File: config.mk
export PLATFORM = sky130hd
export DESIGN_NAME = brst_ctrl
export DESIGN_NICKNAME = d
export VERILOG_FILES = /design/src/rtl/brst_pkg.sv /design/src/rtl/brst_ctrl.sv
export SDC_FILE = /design/constraint.sdc
export NUM_CORES = 1
export LEC_CHECK = 0
export BUFFER_PORTS_ARGS = -buffer_cell sky130_fd_sc_hd__buf_2
export CAP_MARGIN = 20
export CORE_MARGIN = 2
export CORE_UTILIZATION = 46
export CTS_CLUSTER_DIAMETER = 40
export DETAILED_ROUTE_END_ITERATION = 6
export GPL_TIMING_DRIVEN = 0
export PLACE_DENSITY = 0.83
export SLEW_MARGIN = 10
export SYNTH_ARGS = -nofsm -noshare
export SYNTH_HDL_FRONTEND = slang
export SYNTH_SLANG_ARGS = --single-unit
export TNS_END_PERCENT = 1
File: constraint.sdc
create_clock -name i_clk -period 4.2 [get_ports i_clk]
set_clock_uncertainty 0.15 [all_clocks]
set_input_delay 0.21 -clock i_clk [delete_from_list [all_inputs] [get_ports i_clk]]
set_output_delay 0.21 -clock i_clk [all_outputs]
set_load 0.03 [all_outputs]
File: src/rtl/brst_pkg.sv
package brst_pkg;

    localparam int BR_DEPTH = 16;
    localparam int FR_DEPTH = 32;
    localparam int BR_AW    = (BR_DEPTH > 1) ? $clog2(BR_DEPTH) : 1;
    localparam int FR_AW    = (FR_DEPTH > 1) ? $clog2(FR_DEPTH) : 1;
    localparam int BC_W     = $clog2(BR_DEPTH + 1);
    localparam int FC_W     = $clog2(FR_DEPTH + 1);

    localparam logic [1:0] FUNC_EXEC   = 2'd0;
    localparam logic [1:0] FUNC_FINISH = 2'd1;
    localparam logic [1:0] FUNC_START  = 2'd2;

    typedef enum logic [1:0] {
        XFER_SEQ  = 2'd0,
        XFER_JUMP = 2'd1,
        XFER_CALL = 2'd2
    } t_xfer;

    typedef enum logic [1:0] {
        REC_HDR    = 2'd0,
        REC_FRAME  = 2'd1,
        REC_BRANCH = 2'd2,
        REC_OVF    = 2'd3
    } t_rec;

    typedef struct packed {
        logic       latch;
        logic       start;
        logic       stop;
        logic       fptr_load;
        logic       pop_rd;
        logic       fptr_dec;
        logic       fcnt_pop;
        logic       walk_init;
        logic       frd_walk;
        logic       wi_dec;
        logic       brd;
        logic       bi_dec;
        logic       bclr;
        logic       commit;
        logic       emit;
        t_rec       emit_kind;
        logic       emit_last;
    } t_cmd;

    typedef struct packed {
        logic       running;
        logic       bcnt_nz;
        logic       bcnt_full;
        logic       fcnt_nz;
        logic       fptr_one;
        logic       fptr_full;
        logic       pop_hit;
        logic       wi_one;
        logic       bi_one;
        logic       out_free;
        t_xfer      kind;
    } t_sts;

    // decode the previous instruction at p given the current address c
    function automatic t_xfer classify(logic [63:0] p, logic [63:0] c,
                                       logic [7:0] b0, logic [7:0] b1, logic [7:0] b2);
        logic [7:0] op;
        logic [7:0] modrm;
        logic [2:0] rg;
        t_xfer      k;
        op    = b0;
        modrm = b1;
        k     = XFER_SEQ;
        if (b0 >= 8'h40 && b0 <= 8'h4f) begin
            op    = b1;
            modrm = b2;
        end
        rg = modrm[5:3];
        if (p == 64'd0) begin
            k = XFER_SEQ;
        end else if (b0 >= 8'h70 && b0 <= 8'h7f) begin
            k = (c != p + 64'd2) ? XFER_JUMP : XFER_SEQ;
        end else if (b0 == 8'h0f && b1 >= 8'h80 && b1 <= 8'h8f) begin
            k = (c != p + 64'd6) ? XFER_JUMP : XFER_SEQ;
        end else if (b0 >= 8'he0 && b0 <= 8'he3) begin
            k = (c != p + 64'd2) ? XFER_JUMP : XFER_SEQ;
        end else if (b0 == 8'he8) begin
            k = XFER_CALL;
        end else if (b0 == 8'he9 || b0 == 8'heb || b0 == 8'hc2 || b0 == 8'hc3) begin
            k = XFER_JUMP;
        end else if (op == 8'hff) begin
            if (rg == 3'd2 || rg == 3'd3) k = XFER_CALL;
            else if (rg == 3'd4 || rg == 3'd5) k = XFER_JUMP;
        end
        return k;
    endfunction

endpackage

File: src/rtl/brst_ctrl.sv
module brst_ctrl import brst_pkg::*; (
    input  logic       i_clk,
    input  logic       i_rst_n,
    input  logic       i_in_valid,
    input  logic [1:0] i_func,
    output logic       o_in_ready,
    input  t_sts       i_sts,
    output t_cmd       o_cmd
);

    typedef enum logic [3:0] {
        S_IDLE, S_CLS, S_POP_RD, S_POP_CMP, S_POP_DONE, S_HDR,
        S_FRD, S_FOUT, S_BRD, S_BOUT, S_COMMIT
    } t_state;

    t_state r_state, n_state;
    logic   r_fin, n_fin;
    logic   ovf;

    assign ovf        = i_sts.kind == XFER_CALL && i_sts.fptr_full;
    assign o_in_ready = r_state == S_IDLE;

    always_comb begin
        o_cmd   = '0;
        n_state = r_state;
        n_fin   = r_fin;
        unique case (r_state)
            S_IDLE: begin
                if (i_in_valid) begin
                    unique case (i_func)
                        FUNC_START: o_cmd.start = 1'b1;
                        FUNC_FINISH: begin
                            o_cmd.stop = 1'b1;
                            if (i_sts.running && i_sts.bcnt_nz) begin
                                n_fin   = 1'b1;
                                n_state = S_HDR;
                            end
                        end
                        FUNC_EXEC: begin
                            if (i_sts.running) begin
                                o_cmd.latch = 1'b1;
                                n_state     = S_CLS;
                            end
                        end
                        default: ;
                    endcase
                end
            end
            S_CLS: begin
                o_cmd.fptr_load = 1'b1;
                n_state = i_sts.fcnt_nz ? S_POP_RD : S_POP_DONE;
            end
            S_POP_RD: begin
                o_cmd.pop_rd = 1'b1;
                n_state      = S_POP_CMP;
            end
            S_POP_CMP: begin
                if (i_sts.pop_hit) begin
                    o_cmd.fptr_dec = 1'b1;
                    n_state = i_sts.fptr_one ? S_POP_DONE : S_POP_RD;
                end else begin
                    n_state = S_POP_DONE;
                end
            end
            S_POP_DONE: begin
                n_fin = 1'b0;
                if (i_sts.kind != XFER_SEQ && i_sts.bcnt_full) n_state = S_HDR;
                else n_state = S_COMMIT;
            end
            S_HDR: begin
                if (i_sts.out_free) begin
                    o_cmd.emit      = 1'b1;
                    o_cmd.emit_kind = REC_HDR;
                    o_cmd.walk_init = 1'b1;
                    n_state = i_sts.fcnt_nz ? S_FRD : S_BRD;
                end
            end
            S_FRD: begin
                o_cmd.frd_walk = 1'b1;
                n_state        = S_FOUT;
            end
            S_FOUT: begin
                if (i_sts.out_free) begin
                    o_cmd.emit      = 1'b1;
                    o_cmd.emit_kind = REC_FRAME;
                    o_cmd.wi_dec    = 1'b1;
                    n_state = i_sts.wi_one ? S_BRD : S_FRD;
                end
            end
            S_BRD: begin
                o_cmd.brd = 1'b1;
                n_state   = S_BOUT;
            end
            S_BOUT: begin
                if (i_sts.out_free) begin
                    o_cmd.emit      = 1'b1;
                    o_cmd.emit_kind = REC_BRANCH;
                    // an overflow record, if any, closes the run instead
                    o_cmd.emit_last = i_sts.bi_one && (r_fin || !ovf);
                    o_cmd.bi_dec    = 1'b1;
                    if (i_sts.bi_one) begin
                        o_cmd.bclr = 1'b1;
                        n_state = r_fin ? S_IDLE : S_COMMIT;
                    end else begin
                        n_state = S_BRD;
                    end
                end
            end
            S_COMMIT: begin
                if (ovf) begin
                    if (i_sts.out_free) begin
                        o_cmd.emit      = 1'b1;
                        o_cmd.emit_kind = REC_OVF;
                        o_cmd.emit_last = 1'b1;
                        o_cmd.fcnt_pop  = 1'b1;
                        o_cmd.stop      = 1'b1;
                        n_state         = S_IDLE;
                    end
                end else begin
                    o_cmd.commit = 1'b1;
                    n_state      = S_IDLE;
                end
            end
            default: n_state = S_IDLE;
        endcase
    end

    always_ff @(posedge i_clk) begin
        if (!i_rst_n) begin
            r_state <= S_IDLE;
            r_fin   <= 1'b0;
        end else begin
            r_state <= n_state;
            r_fin   <= n_fin;
        end
    end

endmodule

# After elaboration in Yosys (flattened, before gate mapping)
# Cells that the tools add are included.
# word_totals
ff_bits	5
wordCells	89
# op_classes
muxes	52
n_eq_ne	23
n_reduce_logical	12
# op_table
operator	n
2-to-1 mux 4 bit	16
case mux 4 bit (11 select lines)	1
2-to-1 mux 1 bit	21
2-to-1 mux 3 bit	6
equality test 4 x 3 -> 1 bit (second input constant)	4
equality test 4 bit (second input constant)	3
case mux 3 bit (4 select lines)	1
!= test 3 bit (second input constant)	3
equality test 4 x 2 -> 1 bit (second input constant)	2
!= test 2 bit (second input constant)	4
case mux 4 bit (2 select lines)	1
AND reduction 8 bit	1
2-to-1 mux 2 bit	3
case mux 1 bit (2 select lines)	3
equality test 2 bit (second input constant)	2
equality test 4 x 1 -> 1 bit (second input constant)	1
logical AND 1 bit	4
zero test 4 bit	1
!= test 2 x 1 -> 1 bit (second input constant)	2
AND reduction 4 bit	1
nonzero test 2 bit	2
!= test 3 x 1 -> 1 bit (second input constant)	1
equality test 2 x 1 -> 1 bit (second input constant)	1
zero test 2 bit	1
other kinds (2)	2

# Logic depth before layout (Yosys ltp)
# Gate-level depths: netlist (run 1).
# logic_depth
ltp_word	7
ltp_mapped	8
ltp_nobuf	7

# Worst setup path before layout (run 1)
# Ideal clock, no wire load.
# synth_timing
kind	register -> register
from	register r_state[0]
to	register r_state[1]
path_slack_ps	1969
arrival_ps	2016
setup_time_ps	65
path_buffers	1
required_ps	3985
stages_incl_launch_ff	7
cell_sequence	dfxtp_1 -> buf_2 -> nor4b_1 -> nand2_1 -> o2111ai_1 -> mux2i_1 -> nor2b_1
# synth_between
elab_chain_len	3
elab_cells_between_ends	21
# synth_rtl
item	line_no	rtl
start, declared	brst_ctrl.sv:16	t_state r_state, n_state;
start signal, assigned	brst_ctrl.sv:133	r_state <= n_state;
equality test 4 bit, or another cell as far along	brst_ctrl.sv:27	unique case (r_state)
!= test 3 bit (no line), or another cell as far along	--	
AND reduction 8 bit (no line)	--	
# Parallel ways exist; a longest one is shown, timed or not.
# A chain may end at the register's enable or synchronous reset.

==> results of run 1 <==
[state kept, by name, indices dropped and copies added, names as in the netlist]
signal,cells
r_fin,1
r_state,4
[power breakdown]
part / switching (mW) / total [mW] / internal [mW]
combinational: 0.225 / 0.352 / 0.126
clock: 0.0229 / 0.0590 / 0.0361
sequential: 0.0117 / 0.0752 / 0.0634
[metrics by stage]
step / total power [mW] / setup slack (ns)
after floorplan: 0.339 / 1.97
after global placement: 0.412 / 2.37
after detailed placement: 0.422 / 2.34
after CTS: 0.482 / 2.12
after global routing: 0.523 / 1.98
final: 0.486 / 2.10
[worst max-delay path: cells and delay by family (launching register included)]
family	cells	cell delay, ns
buffers and inverters	3	0.80
DFF	1	0.34
and+or+nand+nor	1	0.18
AOI/OAI and AO/OA	1	0.18
[area by class of cell]
| type | count | share of cell area [%] |
|---|---|---|
| Multi-Input combinational cell | 78 | 57.0 |
| Buffer | 6 | 4.20 |
| Clock buffer | 4 | 3.04 |
| Tap cell | 15 | 2.17 |
| Timing Repair Buffer | 35 | 20.3 |
| Inverter | 4 | 1.74 |
| Sequential cell | 5 | 11.6 |
[cells in the mapped netlist (3+ instances only)]
cell      n
nor3_1    6
nand3_1   6
nor2_1    5
nor4b_1   3
inv_1     3
o21a_1    3
nand2_1  12
dfxtp_1   5
o21ai_0   6
nor2b_1   5
[cells by family (layout without fill, tap and decap cells)]
group,Yosys count,count (layout)
simple gates,56,56
xor+xnor,1,1
buf+inv,10,49
flops,5,5
compound gates,20,20
mux,1,1
[final timing paths]
check | to | cells after the start | slack, ns | from
min | r_state[1]$_SDFFE_PN0P_ | 2 | 0.09 | i_rst_n
max | o_cmd[1] | 5 | 2.10 | r_state[0]$_SDFFE_PN0P_
min reg2reg | r_fin$_SDFFE_PN0P_ | 2 | 0.41 | r_fin$_SDFFE_PN0P_
max reg2reg | r_state[3]$_SDFFE_PN0P_ | 6 | 2.31 | r_state[2]$_SDFFE_PN0P_
[per-layer routing]
| metal | GRT usage, % | vias up | share of wire, % |
|---|---|---|---|
| met5 | 0 | - | 0 |
| met4 | 11.0 | 0 | 2.5 |
| met3 | 2.61 | 9 | 7.6 |
| met2 | 40.6 | 58 | 50 |
| met1 | 27.3 | 387 | 39 |
| li1 | - | 415 | - |
==> results.md, run 1 <==
- Status: finished clean
- Synth area leader: dfxtp_1
- CP Max Fanout: 10
- CORE AREA: 1300 um^2
- Synth Area in Compound Gates: 22.9%
- Detailed Route WL: 1.93 mm
- Reg area: 100 um^2
- Mapped Avg Cell Area: 6.93 um^2
- Tot GR Track Use: 23.0%
- Synth Area in Simple Gates: 50.7%
- Via Count: 869
- Die Height: 41.4 um
- Num ports: 36
- Worst hold path type: input pin to register
- Area contributors post-synth: dfxtp_1 (16%), nand2_1 (7.0%), nor2b_1 (4.9%)
- DR WL/cell: 13.1 um
- Pins Over Slew Limit: 0
- Vias in the first global route: 770
- Cell area after synthesis: 644 um^2
- Die area: 1720 um^2
- Critical Path Max Stage Delay: 0.37 ns
- Tcrit/Tclk final: 50.0%
- LEAKAGE: 0.420 nW
- Worst-margin pin slew: 0.640 ns
- Die X: 41.4 um
- Power per cell area: 562 nW/um^2
- Max-cap violation count: 0
- Final net count: 150
- Asr flop ratio synth: 0%
- Final TNS setup: 0 ns
- Longest Clk Path Bufs: 2
- Commonest cells after routing, fill and taps aside: buf_2 (37), nand2_1 (12), nor3_1 (6), nand3_1 (6), o21ai_0 (6)
- Required time at the worst-slack endpoint: 3.84 ns
- Xor and xnor area share after synthesis: 1.36%
- Post-DP HPWL: 1.52 mm
- Final Wtd Congestion: 0.877
- Pin count of the biggest net entering global routing: 11
- Vias/cell: 5.91
- Crit-path slowest cell: buf_1
- Post-synth top area share: 15.5%
- Clock Sink Count: 5
- Design Area, Final: 865 um^2
- Initial Utilization: 49.5%
- Final Setup Violations: 0
- Crit-path cells: buf_2 > buf_1 > nand3_1 > o21ai_0 > buf_2
- DR iter-0 viols: 39
- CTS HTree Levels: 1
- Cells after Synth: 93
- Startpoint types: register
- Post-synth cell types: 38
- Number of antenna violations at the first check in global routing: 0
- VDD IR max: 0.427 mV
- TritonCTS clock tree: done
- Worst skew pair latency: 0.25 ns
- Placed inst area: 838 um^2
- Post-Syn Nets: 110
- Overflow after GRT: 0
- Commonest non-fill, non-tap cell in the layout: buf_2
- DRT antenna net count: 0
- Final cell count without fillers: 147
- Post-CTS Setup Inserts: 0
- Synth Register Bits: 5
- Final critical-path required period: 2.10 ns
- CP endpoint kind: output pin
- # DRC: 0
- Most used DFF post-synth: dfxtp_1
- Share of cells above drive strength 1: 35.6%
- Cells after DPL: 143
- Row count: 13
- Mux share of post-synthesis cell area: 1.55%
- Total CTS buffers: 3
- Main combinational cell family by area after synthesis: simple AND/OR/NAND/NOR gates
- Worst-path clk slew: 0.05 ns
- Critical path data arrival time: 1.74 ns
- Area occupied by multi-input gates: 493 um^2
- I/O Buffers: 35
- First-pass GRT wire length: 3.22 mm
- Sequential-to-total area share from yosys stat: 15.5%
- Fmax: 476 MHz
- Slew HR: 56.7%
- Number of detailed-route iterations in the first pass: 4
- CP Class: register to output pin
- Top cell by count, worst path: buf_2
- Root Driver: clkbuf_4
- Synth Area in Adders: 0%
- Layout overhead on the synthesized area: 34.2%
- # hold bufs at CTS: 0
- Post-synth EDFFs: 0
- RSZ-0062 raised after global routing: false
- Final Hold Viols: 0
- Antenna diode count: 0
- Layout Utilization: 66.4%
- YS warnings: 0
- Filler Cell Count: 130
- Hold WS: 0.0899 ns
- Post-cts sizing count: 0
Power figures use the tool's default switching activity.
==> inputs of run 2 (changes only) <==
Settings changed: CORE_UTILIZATION 46 to 43, PLACE_DENSITY 0.83 to 0.78.
Clock period 4.2 ns to 2 ns, I/O delays scaled along.
==> run 2 against run 1 <==
Effect of this change: first-iteration DRC count down 69%; register-to-register slack worse by 2.2 ns; design area up 3.6%; clock power up 110%; combinational power up 120%; critical path depth unchanged; largest cell class unchanged; critical endpoint is now r_state[2]$_SDFFE_PN0P_; total power up 120%; sequential share of layout area down 0.40 points; final cell count up 0.68%; clock-buffer cell count unchanged.
==> results.md, run 2 (synthesis results as in run 1) <==
- Status: finished clean
- Hold EP: r_fin$_SDFFE_PN0P_
- Final Setup Violations: 0
- Vias in the first global route: 753
- Final critical-path required period: 1.89 ns
- Min-Delay Path Depth: 5
- Layout overhead on the synthesized area: 39.0%
- Commonest non-fill, non-tap cell in the layout: buf_2
- Final TNS setup: 0 ns
- Die Height: 42.7 um
- Critical path data arrival time: 1.88 ns
- Hold_sp: i_sts[10]
- Clock Sink Count: 5
- CORE AREA: 1350 um^2
- Fmax: 529 MHz
- DR iter-0 viols: 12
- Crit path buffers/inverters: 1
- Clock share of power: 11.6%
- Layout Utilization: 66.4%
- Net Sw Power: 0.559 mW
- Pins Over Slew Limit: 0
- TritonCTS clock tree: done
- Required time at the worst-slack endpoint: 1.99 ns
- Number of antenna violations at the first check in global routing: 0
- Num ports: 36
- Max reg flops: 4
- DRT antenna net count: 0
- Top Registers: r_state (4), r_fin (1)
- Gate power share: 73.0%
- Die area: 1820 um^2
- Worst-margin pin slew: 0.402 ns
- Critical path's top delay family: simple AND/OR/NAND/NOR gates
- Via Count: 840
- Number of detailed-route iterations in the first pass: 5
- Crit Reg-Reg Startpoint: r_state[1]$_SDFFE_PN0P_
- Flop pwr share: 15.4%
- Filler Cell Count: 130
- Reg2Reg Depth: 5
- Critical Path Max Stage Delay: 0.45 ns
- Overflow after GRT: 0
- First-pass GRT wire length: 3.28 mm
- Row count: 13
- Crit-path cells: buf_2 > nand2_1 > a311oi_2 > nor4_1 > nor4b_1
- Power per cell area: 1170 nW/um^2
- CP Class: register to register
- Antenna diode count: 0
- Detailed Route WL: 1.99 mm
- Commonest cells after routing, fill and taps aside: buf_2 (37), nand2_1 (12), nor3_1 (6), nand3_1 (6), o21ai_0 (6)
- CP endpoint kind: register
- LEAKAGE: 0.435 nW
- Final Hold Viols: 0
- Startpoint types: register
- Worst hold path type: input pin to register
- Hold WS: 0.101 ns
- Most flops, register: r_state
- Worst-path clk slew: 0.05 ns
- Longest Clk Path Bufs: 2
- Share of cells above drive strength 1: 39.1%
- Root Driver: clkbuf_4
- DR WL/cell: 13.4 um
- R2R setup slack: 0.11 ns
- Pin count of the biggest net entering global routing: 11
- Vias/cell: 5.68
- CTS HTree Levels: 1
- R2R Path End: r_state[2]$_SDFFE_PN0P_
- I/O Buffers: 35
- Final net count: 151
- CP Max Fanout: 10
- Slew HR: 73.1%
- Internal power: 0.488 mW
- Crit-path slowest cell: dfxtp_1
- Final Wtd Congestion: 0.848
- Tcrit/Tclk final: 94.4%
- Initial Utilization: 47.7%
- Die X: 42.7 um
- Worst skew pair latency: 0.25 ns
- VDD IR max: 0.727 mV
- Post-DP HPWL: 1.58 mm
- Sw Share: 53.4%
- Tot GR Track Use: 23.0%
- Max-cap violation count: 0
- Total CTS buffers: 3
- # DRC: 0
==> run 2: cell count changes in the layout (fill, tap and decap cells not counted), sizes merged <==
cell	delta
clkbuf	+1
dlygate4sd3	+1
buf	-1
==> run 2: what timing repair did <==
item / 4_1_cts / 5_1_grt
setup endpoints to repair: 0 / 4
hold buffers: 1 / 0
resized for setup: 0 / 5
setup buffers: 0 / 0
endpoints found under the hold margin: 3 / 0
==> run 2: power by group through the flow <==
stage	Sequential (mW)	Clock, mW	Combinational (mW)
finish	0.161	0.121	0.764
global route	0.164	0.136	0.836
global placement	0.157	0	0.720
CTS	0.158	0.124	0.745
detailed placement	0.160	0	0.740
floorplan	0.153	0	0.566
==> run 2: worst max-delay path by stage <==
stage,start,endpoint,slack [ns],depth (start not counted)
detailed placement,r_state[0]$_SDFFE_PN0P_,r_state[2]$_SDFFE_PN0P_,0.03,6
CTS,r_state[0]$_SDFFE_PN0P_,r_state[2]$_SDFFE_PN0P_,0.02,6
finish,r_state[1]$_SDFFE_PN0P_,r_state[2]$_SDFFE_PN0P_,0.11,5
global route,r_state[1]$_SDFFE_PN0P_,o_cmd[9],-0.004,4
floorplan,r_state[0]$_SDFFE_PN0P_,o_cmd[1],0.14,4
global placement,r_state[2]$_SDFFE_PN0P_,r_state[3]$_SDFFE_PN0P_,0.15,6
==> run 2: area by class of cell <==
| type | count | area (um^2) | share of cell area, % |
|---|---|---|---|
| well taps | 15 | 18.8 | 2.09 |
| inverters | 4 | 15.0 | 1.68 |
| flip-flops and latches | 5 | 100 | 11.2 |
| plain buffers | 6 | 38.8 | 4.33 |
| repair buffers | 36 | 185 | 20.7 |
| clock buffers | 4 | 26.3 | 2.93 |
| multi-input cells | 78 | 512 | 57.1 |
==> run 2: worst reg2reg max path, stage by stage (launching register included) <==
cell and delay (ns):
dfxtp_1 0.45, buf_2 0.25, nand2_1 0.19, a311oi_2 0.34, nor4_1 0.09, nor4b_1 0.30
==> run 2: metal layers <==
layer / vias to the layer above / wire length (um) / global-route usage (%)
met5: - / 0 / 0
met4: 0 / 0 / 3.13
met2: 30 / 974 / 40.3
met1: 389 / 899 / 27.4
li1: 421 / - / -
met3: 0 / 115 / 7.66
==> run 2: through the flow <==
step	instance area [um^2]	power, mW	std cells	setup WS [ns]
5_1_grt	896	1.14	148	-0.00390
2_1_floorplan	651	0.720	93	0.139
3_5_place_dp	845	0.900	143	0.0318
4_1_cts	881	1.03	148	0.0163
3_3_place_gp	845	0.877	143	0.150
6_report	896	1.05	148	0.111
==> inputs of run 3 (changes only) <==
Settings changed: MAX_ROUTING_LAYER from default to met4, PLACE_DENSITY 0.78 to 0.85.
==> run 3 against run 2 <==
Effect of this change: die area stayed put; non-clock buffer count did not move; global-route usage shrank 1.5 points; routed wire length fell by 9.4%; combinational power shrank 0.8%; core utilization is the same; critical path type unchanged; critical endpoint is now r_state[3]$_SDFFE_PN0P_; largest cell class unchanged.
==> results.md, run 3 (synthesis results as in run 1) <==
- Status: finished clean
- Hold WS: 0.103 ns
- Critical path data arrival time: 1.84 ns
- Final Wtd Congestion: 0.896
- Top Registers: r_state (4), r_fin (1)
- I/O Buffers: 35
- Worst skew pair latency: 0.24 ns
- Critical path's top delay family: compound AO/OA/AOI/OAI gates
- Overflow after GRT: 0
- Gate power share: 73.4%
- Commonest cells after routing, fill and taps aside: buf_2 (37), nand2_1 (12), nor3_1 (6), nand3_1 (6), o21ai_0 (6)
- Row count: 13
- CP Class: register to register
- Post-DP HPWL: 1.46 mm
- Max-cap violation count: 0
- Placed inst area: 845 um^2
- CORE AREA: 1350 um^2
- CP endpoint kind: register
- Power per cell area: 1150 nW/um^2
- Worst-margin pin slew: 0.376 ns
- Final critical-path required period: 1.86 ns
- CP Max Fanout: 10
- Pins Over Slew Limit: 0
- Worst Setup Slack, final: 0.143 ns
- Worst hold path type: input pin to register
- Commonest non-fill, non-tap cell in the layout: buf_2
- Pin count of the biggest net entering global routing: 11
- Total CTS buffers: 3
- Vias in the first global route: 756
- Vias/cell: 5.74
- Antenna diode count: 0
- Detailed Route WL: 1.80 mm
- RSZ-0062 raised after global routing: true
- # DRC: 0
- Die area: 1820 um^2
- DR WL/cell: 12.2 um
- Layout overhead on the synthesized area: 39.0%
- Final Hold Viols: 0
- First-pass GRT wire length: 3.05 mm
- CTS HTree Levels: 1
- Fmax: 538 MHz
- Design Area, Final: 896 um^2
- Longest Clk Path Bufs: 2
- Worst-path clk slew: 0.05 ns
- Max reg flops: 4
- Clock Sink Count: 5
- Startpoint types: register
- Most flops, register: r_state
- Crit path buffers/inverters: 1
- Clock share of power: 11.1%
- Crit-path cells: buf_4 > and4bb_4 > a211oi_4 > nor2_2 > a311o_1 > and3_1
- Die X: 42.7 um
- Filler Cell Count: 117
- Required time at the worst-slack endpoint: 1.98 ns
- Tot GR Track Use: 21.4%
- Place WS: 0.139 ns
- Root Driver: clkbuf_4
- Tcrit/Tclk final: 92.9%
- Net Sw Power: 0.545 mW
- Cells after DPL: 143
- LEAKAGE: 0.435 nW
- Number of antenna violations at the first check in global routing: 0
- Number of detailed-route iterations in the first pass: 4
- Final Setup Violations: 0
- Share of cells above drive strength 1: 39.1%
- Initial Utilization: 47.7%
- Internal power: 0.487 mW
- Final cell count without fillers: 148
- Flop pwr share: 15.4%
- Die Height: 42.7 um
- TritonCTS clock tree: done
- Slew HR: 74.9%
- DR iter-0 viols: 40
- Crit-path slowest cell: a311o_1
- Num ports: 36
- Via Count: 850
- Critical Path Max Stage Delay: 0.32 ns
- DRT antenna net count: 0
- Final net count: 151
- VDD IR max: 0.662 mV
- Sw Share: 52.8%
[run 3: cell counts in the layout (fill, tap and decap cells not counted)]
No cell type changed its count.
[run 3: stage by stage]
step                power, mW  setup TNS (ns)  util [%]
floorplan               0.720               0         -
global placement        0.875               0      62.6
detailed placement      0.893               0      62.6
CTS                      1.02               0      65.2
global route             1.14         -0.0569      66.4
finish                   1.03               0      66.4
[run 3: metal layers]
metal | vias to the layer above | share of wire, % | global-route usage, %
met4 | 0 | 0 | 4.38
met2 | 40 | 49 | 37.9
met1 | 383 | 44 | 24.9
met5 | - | 0 | -
met3 | 0 | 7.4 | 4.26
li1 | 427 | - | -
[run 3: final timing paths]
path | from | end | slack (ns) | cells after the start
hold reg to reg | r_fin$_SDFFE_PN0P_ | r_fin$_SDFFE_PN0P_ | 0.39 | 2
hold / removal | i_sts[10] | r_fin$_SDFFE_PN0P_ | 0.10 | 5
setup reg to reg | r_state[2]$_SDFFE_PN0P_ | r_state[3]$_SDFFE_PN0P_ | 0.14 | 6
setup / recovery | r_state[2]$_SDFFE_PN0P_ | r_state[3]$_SDFFE_PN0P_ | 0.14 | 6
[run 3: final cells by class]
type / instances / area [um^2] / share of cell area [%]
Timing Repair Buffer: 36 / 185 / 20.7
Sequential cell: 5 / 100 / 11.2
Clock buffer: 4 / 26.3 / 2.93
Inverter: 4 / 15.0 / 1.68
Buffer: 6 / 38.8 / 4.33
Multi-Input combinational cell: 78 / 512 / 57.1
Tap cell: 15 / 18.8 / 2.09
[run 3: power groups by stage]
stage | sequential, mW | combinational (mW) | clock [mW]
after CTS | 0.158 | 0.738 | 0.121
final | 0.159 | 0.758 | 0.115
after global placement | 0.158 | 0.717 | 0
after detailed placement | 0.159 | 0.734 | 0
after global routing | 0.164 | 0.841 | 0.130
after floorplan | 0.153 | 0.566 | 0
[run 3: tightest hold or removal path, delay by kind of cell]
kind | cells | cell delay, ns
simple gates | 4 | 0.23
buf+inv | 1 | 0.10
[run 3: repair_timing]
action	in CTS	in global routing
setup endpoints to repair	0	4
hold endpoints to repair	3	0
hold buffers	1	0
buffers inserted	0	0
gates resized for setup	0	5
